$ cat src/hdl/rtss_pkg.sv
// rtss_pkg: shared types and constants for the record table substring search
// depends on nothing
`default_nettype none
package rtss_pkg;
    localparam int ENTRIES  = 16;
    localparam int NAME_LEN = 16;
    localparam int EW = $clog2(ENTRIES);
    localparam int PW = $clog2(NAME_LEN);
    localparam int CW = $clog2(ENTRIES + 1);
    localparam int LW = $clog2(NAME_LEN + 1);
    localparam int AW = EW + PW;

    localparam logic [2:0] ACT_NAME    = 3'd0;
    localparam logic [2:0] ACT_PATTERN = 3'd1;
    localparam logic [2:0] ACT_SEARCH  = 3'd2;
    localparam logic [2:0] ACT_DELETE  = 3'd3;
    localparam logic [2:0] ACT_COUNT   = 3'd4;

    localparam logic [1:0] KIND_MATCH   = 2'd0;
    localparam logic [1:0] KIND_NOMATCH = 2'd1;
    localparam logic [1:0] KIND_DELETED = 2'd2;
    localparam logic [1:0] KIND_BAD     = 2'd3;

    typedef enum logic [3:0] {
        ST_IDLE, ST_PLEN, ST_ENT, ST_NLEN, ST_CMP, ST_NEXT, ST_EMIT, ST_NOMATCH,
        ST_DRD, ST_DWR, ST_OUT
    } state_t;
endpackage
`default_nettype wire

$ cat src/hdl/record_table_substring_search.sv
// record_table_substring_search: name table with naive substring search
// writes and set count act in the next cycle; delete moves each byte via ST_DRD then ST_DWR
// search: pattern length scan, then one pass over the table and, if any entry matched, a
// second; per entry up to NAME_LEN length reads plus (NAME_LEN/2)*(NAME_LEN/2+1) compare reads
// one request at a time; matches come out in the second pass, each held until taken
// reset (synchronous, aresetn low) clears count, pattern and control; names undefined
`default_nettype none
module record_table_substring_search import rtss_pkg::*; (
    input  wire logic        aclk,
    input  wire logic        aresetn,
    input  wire logic        s_tvalid,
    output logic             s_tready,
    // action[2:0], entry[7:3], position[11:8], char_value[19:12], zero pad
    input  wire logic [23:0] s_tdata,
    output logic             m_tvalid,
    input  wire logic        m_tready,
    // match_index[3:0], remaining_count[8:4], zero pad
    output logic [15:0]      m_tdata,
    // kind[1:0]
    output logic [1:0]       m_tuser,
    output logic             m_tlast
);
    // name memory, one byte per address, registered read
    logic [7:0] name_mem [ENTRIES*NAME_LEN];
    logic [7:0] rd_data;
    logic [AW-1:0] rd_addr;
    logic          wr_en;
    logic [AW-1:0] wr_addr;
    logic [7:0]    wr_data;

    always_ff @(posedge aclk) begin
        if (wr_en) name_mem[wr_addr] <= wr_data;
        rd_data <= name_mem[rd_addr];
    end

    logic [7:0] pat_reg [NAME_LEN];
    logic [CW-1:0] count_reg;
    state_t state_reg, state_next;
    logic [EW:0] ent_reg, ent_next;           // current entry (wide to hold ENTRIES)
    logic [LW-1:0] cnt_reg, cnt_next;         // scan position / length counter
    logic [LW-1:0] plen_reg, plen_next, nlen_reg, nlen_next;
    logic [LW-1:0] off_reg, off_next, k_reg, k_next;
    logic [EW:0] lastm_reg, lastm_next;       // last matching entry, ENTRIES if none yet
    logic pass_reg, pass_next;                // second pass emits results
    logic [4:0] d_entry_reg, d_entry_next;
    logic [1:0] okind_reg, okind_next;
    logic [3:0] oidx_reg, oidx_next;
    logic olast_reg, olast_next;
    logic ovalid_reg, ovalid_next;

    logic acc;
    logic [2:0] in_action;
    logic [4:0] in_entry;
    logic [3:0] in_pos;
    logic [7:0] in_char;
    assign in_action = s_tdata[2:0];
    assign in_entry  = s_tdata[7:3];
    assign in_pos    = s_tdata[11:8];
    assign in_char   = s_tdata[19:12];
    assign s_tready  = aresetn && (state_reg == ST_IDLE) && !ovalid_reg;
    assign acc       = s_tvalid && s_tready;

    assign m_tvalid = ovalid_reg;
    assign m_tlast  = olast_reg;
    assign m_tdata  = {7'd0, 5'(count_reg), oidx_reg};
    assign m_tuser  = okind_reg;

    logic [LW:0] sum_ok;
    logic [7:0]  pat_k;
    assign sum_ok = {1'b0, off_reg} + {1'b0, plen_reg};
    assign pat_k  = pat_reg[k_reg[PW-1:0]];

    always_comb begin
        state_next = state_reg;
        ent_next = ent_reg; cnt_next = cnt_reg; plen_next = plen_reg;
        nlen_next = nlen_reg; off_next = off_reg; k_next = k_reg;
        lastm_next = lastm_reg; pass_next = pass_reg; d_entry_next = d_entry_reg;
        okind_next = okind_reg; oidx_next = oidx_reg; olast_next = olast_reg;
        ovalid_next = ovalid_reg && !m_tready;
        rd_addr = '0; wr_en = 1'b0; wr_addr = '0; wr_data = in_char;
        case (state_reg)
            ST_IDLE: begin
                if (acc) begin
                    case (in_action)
                        ACT_NAME: begin
                            wr_en = (in_entry < 5'(ENTRIES)) && ({1'b0, in_pos} < 5'(NAME_LEN));
                            wr_addr = {in_entry[EW-1:0], in_pos[PW-1:0]};
                        end
                        ACT_SEARCH: begin
                            cnt_next = '0; state_next = ST_PLEN;
                            pass_next = 1'b0; lastm_next = (EW+1)'(ENTRIES);
                        end
                        ACT_DELETE: begin
                            d_entry_next = in_entry;
                            if ({1'b0, in_entry} >= 6'(count_reg)) begin
                                okind_next = KIND_BAD; oidx_next = '0; olast_next = 1'b1;
                                ovalid_next = 1'b1;
                            end else begin
                                ent_next = in_entry[EW:0]; cnt_next = '0;
                                state_next = ST_DRD;
                            end
                        end
                        default: ;
                    endcase
                end
            end
            ST_PLEN: begin
                if (cnt_reg < LW'(NAME_LEN) && pat_reg[cnt_reg[PW-1:0]] != 8'd0)
                    cnt_next = cnt_reg + 1'b1;
                else begin
                    plen_next = cnt_reg; ent_next = '0; state_next = ST_ENT;
                end
            end
            ST_ENT: begin
                // start next entry or finish pass
                if ({1'b0, ent_reg} >= (EW+2)'(count_reg)) begin
                    if (!pass_reg) begin
                        if (lastm_reg == (EW+1)'(ENTRIES)) state_next = ST_NOMATCH;
                        else begin pass_next = 1'b1; ent_next = '0; end
                    end else state_next = ST_IDLE;
                end else begin
                    cnt_next = '0; rd_addr = {ent_reg[EW-1:0], {PW{1'b0}}};
                    state_next = ST_NLEN;
                end
            end
            ST_NLEN: begin
                // rd_data is byte cnt_reg
                if (rd_data != 8'd0) begin
                    cnt_next = cnt_reg + 1'b1;
                    rd_addr = {ent_reg[EW-1:0], cnt_next[PW-1:0]};
                end
                if (rd_data == 8'd0 || cnt_reg == LW'(NAME_LEN - 1)) begin
                    nlen_next = (rd_data == 8'd0) ? cnt_reg : LW'(NAME_LEN);
                    off_next = '0; k_next = '0;
                    if (plen_reg == '0) state_next = ST_EMIT;
                    else if (plen_reg > nlen_next) state_next = ST_NEXT;
                    else begin
                        rd_addr = {ent_reg[EW-1:0], {PW{1'b0}}};
                        state_next = ST_CMP;
                    end
                end
            end
            ST_CMP: begin
                // rd_data is name[off+k]
                if (rd_data != pat_k) begin
                    if ({1'b0, off_reg} + {1'b0, plen_reg} + 1'b1 > {1'b0, nlen_reg})
                        state_next = ST_NEXT;
                    else begin
                        off_next = off_reg + 1'b1; k_next = '0;
                        rd_addr = {ent_reg[EW-1:0], off_next[PW-1:0]};
                    end
                end else if (k_reg + 1'b1 == plen_reg) state_next = ST_EMIT;
                else begin
                    k_next = k_reg + 1'b1;
                    rd_addr = PW'(off_reg + k_next) | {ent_reg[EW-1:0], {PW{1'b0}}};
                end
                if (sum_ok == '0) state_next = ST_NEXT;
            end
            ST_EMIT: begin
                if (!pass_reg) begin
                    lastm_next = ent_reg; state_next = ST_NEXT;
                end else if (!ovalid_reg || m_tready) begin
                    okind_next = KIND_MATCH; oidx_next = 4'(ent_reg);
                    olast_next = (ent_reg == lastm_reg); ovalid_next = 1'b1;
                    state_next = ST_NEXT;
                end
            end
            ST_NEXT: begin
                ent_next = ent_reg + 1'b1; state_next = ST_ENT;
            end
            ST_NOMATCH: begin
                okind_next = KIND_NOMATCH; oidx_next = '0; olast_next = 1'b1;
                ovalid_next = 1'b1; state_next = ST_IDLE;
            end
            ST_DRD: begin
                // copy entry ent+1 into ent, byte by byte
                if ({1'b0, ent_reg} + 1'b1 >= (EW+2)'(count_reg)) state_next = ST_OUT;
                else begin
                    rd_addr = {4'(ent_reg + 1'b1), cnt_reg[PW-1:0]};
                    state_next = ST_DWR;
                end
            end
            ST_DWR: begin
                wr_en = 1'b1; wr_data = rd_data;
                wr_addr = {ent_reg[EW-1:0], cnt_reg[PW-1:0]};
                state_next = ST_DRD;
                if (cnt_reg == LW'(NAME_LEN - 1)) begin
                    cnt_next = '0; ent_next = ent_reg + 1'b1;
                end else cnt_next = cnt_reg + 1'b1;
            end
            ST_OUT: begin
                okind_next = KIND_DELETED; oidx_next = d_entry_reg[3:0];
                olast_next = 1'b1; ovalid_next = 1'b1; state_next = ST_IDLE;
            end
            default: state_next = ST_IDLE;
        endcase
    end

    always_ff @(posedge aclk) begin
        if (!aresetn) begin
            state_reg <= ST_IDLE; ovalid_reg <= 1'b0; count_reg <= '0;
            for (int i = 0; i < NAME_LEN; i++) pat_reg[i] <= 8'd0;
        end else begin
            state_reg <= state_next; ovalid_reg <= ovalid_next;
            if (acc && in_action == ACT_PATTERN) pat_reg[in_pos[PW-1:0]] <= in_char;
            if (acc && in_action == ACT_COUNT)
                count_reg <= (in_entry > 5'(ENTRIES)) ? CW'(ENTRIES) : CW'(in_entry);
            if (state_reg == ST_OUT) count_reg <= count_reg - 1'b1;
        end
        ent_reg <= ent_next; cnt_reg <= cnt_next; plen_reg <= plen_next;
        nlen_reg <= nlen_next; off_reg <= off_next; k_reg <= k_next;
        lastm_reg <= lastm_next; pass_reg <= pass_next; d_entry_reg <= d_entry_next;
        okind_reg <= okind_next; oidx_reg <= oidx_next; olast_reg <= olast_next;
    end

    a_hold: assert property (@(posedge aclk) disable iff (!aresetn)
        m_tvalid && !m_tready |=> m_tvalid && $stable(m_tdata) && $stable(m_tuser)
        && $stable(m_tlast)) else $error("result dropped");
    a_busy: assert property (@(posedge aclk) disable iff (!aresetn)
        state_reg != ST_IDLE |-> !s_tready) else $error("request taken while busy");
    a_cnt: assert property (@(posedge aclk) disable iff (!aresetn)
        count_reg <= CW'(ENTRIES)) else $error("count overflow");
endmodule
`default_nettype wire
$ cat config.mk
export PLATFORM = sky130hd
export DESIGN_NAME = record_table_substring_search
export DESIGN_NICKNAME = d
export VERILOG_FILES = /design/src/hdl/rtss_pkg.sv /design/src/hdl/record_table_substring_search.sv
export SDC_FILE = /design/constraint.sdc
export NUM_CORES = 2
export LEC_CHECK = 0
export ABC_AREA = 1
export BUFFER_PORTS_ARGS = -buffer_cell sky130_fd_sc_hd__buf_2
export CAP_MARGIN = 20
export CORE_UTILIZATION = 58
export DETAILED_ROUTE_END_ITERATION = 8
export PLACE_DENSITY_LB_ADDON = 0.15
export SLEW_MARGIN = 25
export SYNTH_ARGS = -nofsm -noshare
export SYNTH_HDL_FRONTEND = slang
export SYNTH_SLANG_ARGS = --single-unit
$ cat constraint.sdc
create_clock -name aclk -period 12.46 [get_ports aclk]
set_clock_uncertainty 0.2 [all_clocks]
set_input_delay 0.623 -clock aclk [delete_from_list [all_inputs] [get_ports aclk]]
set_output_delay 0.623 -clock aclk [all_outputs]
set_load 0.02 [all_outputs]
==> flow_summary.toml <==
[synthesis]
netlist_area_um2 = 101000
synth_xor_area_share_pct = 0.190
netlist_instances = 9663
yosys.area_share.simple_pct = 19.2
synth-edff-count = 2223
synth_top_family_by_area = "simple AND/OR/NAND/NOR gates"
synth_top_cell_by_area = "edfxtp_1"
yosysUniqueCellTypes = 47
yosys_warnings = 0
synth_fa_ha_area_share_pct = 0.558
synth_flop_cell = "edfxtp_1"
synth_top_area_share_pct = 65.8
async_flop_share_pct = 0
synthTopCellsByArea = "edfxtp_1 (66%), nand3_1 (8.0%), inv_1 (6.5%)"
synth-compound-area-share_pct = 4.32
yosysSeqAreaShare_pct = 66.4
ys_ff_latch = 2249
synth.area.mux_share_pct = 0
syn_area_per_cell_um2 = 10.5

[sta]
finalHoldViolations = 0
rsz0062_at_grt = "false"
worstMarginPinSlew_ps = 1360
setup_tns_ps = 0
finalMaxSlewViolations = 0
hold_ws_ps = 59.2
period_share_pct = 63.3
max_slew_margin_pct = 9.55
fin_crit_ps = 7890
fmax_ghz = 0.127
setup_viol = 0

[setup_path]
slowest_stage = "buf_4"
cp-end-kind = "register"
reg2reg_to = "rd_data[4]"
critPathMaxStageDelay_ps = 870
r2r_cells = 25
critPathCapture = "rd_data[4]"
crit_top_cell = "nand3_1"
critPathMaxFanout = 91
crit_type = "register to register"
crit_arrival_ps = 8450
start_kind = "register"
r2r_setup_slack_ps = 4570
crit_required_ps = 13020

[global_routing]
grt_pass1_vias = 65800
grt_usage_pct = 30.0
antenna_found_initial = 5
grt_max_degree = 263
gr-total-overflow = 0
grt_pass1_wl_um = 399000

[layout]
stdcell_count = 11900
drive_above_1_share_pct = 5.20
num-nets-final = 9481
final_common_cell = "edfxtp_1"
nFillCells = 13600
final_util_pct = 63.4
area_growth_pct = 8.67
layout_common_cells = "edfxtp_1 (2223), inv_1 (1762), nand3_1 (1624)"
largest_reg_flops = 2048

[cts]
cts_tree = "yes"
clkTransAtPathRegs_ps = 60
post_cts_resized = 0
clock_path_buffers = 3
cts_max_level = 4
clock_latency_ps = 870
numCtsBuffers = 226
cts_setup_buffers = 0
clock-root-buffer = "clkbuf_16"
cts_num_sinks = 2249

[detailed_routing]
drtAntennaViolNets = 0
num_vias = 69700
wire_per_inst_um = 22.1
first_pass_iters = 8
drt_first_iter_violations = 8546
viasPerCell = 5.84
routed_wl_um = 264000
drcViolationCount = 0

[floorplanning]
coreArea_um2 = 174000
die_y_um = 420
die_area_um2 = 176000
die_w_um = 420
ios = 49
start_util_pct = 58.3
rows = 153

[place]
place_inst = 11500
place_congestion = 0.939
dp_hpwl_um = 146000
io_buffers = 37

[hold_path]
hold_class = "input port to register"

[status]
status = "completed"

[power_and_ir_drop]
peakVddDrop_mv = 0.190
power.density_nw_per_um2 = 184
p_leak_nw = 42.8
power_mw = 20.3

[job]
timing.max_cap.violations = 0
[metal layers]
layer | vias to the layer above | routed length [um] | global-route usage, %
met1 | 33400 | 106000 | 41.4
met2 | 3189 | 123000 | 47.3
li1 | 32500 | - | -
met4 | 2 | 10100 | 12.2
met5 | - | 13 | 0
met3 | 525 | 24400 | 5.18
[final cells by class]
cell class	count	area, um^2	share of cell area, %
inverters	1778	6680	6.06
clock inverters	142	1180	1.07
repair buffers	144	1310	1.19
diodes	2	5.00	0.00454
well taps	2325	2910	2.64
clock buffers	282	5970	5.42
flip-flops and latches	2249	67300	61.1
multi-input cells	5010	24800	22.6
[report_power, final]
group / internal (mW) / switching, mW
Sequential: 8.42 / 0.107
Clock: 3.74 / 2.87
Combinational: 1.44 / 3.71
Total: 13.6 / 6.68
[cell usage after synthesis, drive strengths merged, types with 14 or more instances]
library cell and instances:
nand4 513, xor2 14, buf 351, dfxtp 26, ha 42, a21oi 26
nor2 581, o22ai 17, o211ai 365, edfxtp 2223, nand2 1516, inv 1768
clkbuf 281, nand3 1629, nor3 22, o21ai 215
[logic make-up (layout without fill, tap and decap cells)]
kind of cell	after synthesis	count (layout)
and+or+nand+nor	4275	4275
buffers and inverters	2410	2346
DFF	2249	2249
AOI/OAI and AO/OA	662	662
adders and majority gates	44	44
xor gates and xnor gates	22	22
other	1	9
[timing repair]
item,in CTS,in global routing
hold buffers,7,0
hold endpoints to repair,11,0
endpoints found under the setup margin,0,0
[worst max-delay path, delay by kind of cell (launching register included)]
| kind | cells | cell delay, ps |
|---|---|---|
| buffers and inverters | 5 | 3770 |
| flip-flops | 1 | 310 |
| AND/OR/NAND/NOR | 20 | 3340 |
[per-stage QoR]
stage / cell area (um^2) / worst slack (ps)
detailed placement: 103000 / 4730
global placement: 103000 / 4780
finish: 110000 / 4570
CTS: 110000 / 4700
global route: 110000 / 4170
floorplan: 101000 / -663
[worst min-delay path by stage]
| stage | startpoint | end | slack, ps | depth (start not counted) |
|---|---|---|---|---|
| global route | s_tdata[0] | d_entry_reg[0] | 110 | 3 |
| finish | s_tdata[1] | count_reg[4] | 60 | 5 |
| global placement | state_reg[2] | state_reg[2] | 280 | 2 |
| detailed placement | state_reg[1] | m_tuser[1] | 290 | 1 |
| CTS | s_tdata[1] | count_reg[4] | 3 | 5 |
| floorplan | state_reg[2] | state_reg[2] | 260 | 2 |
Note: power is estimated with default switching activity, not from simulation.
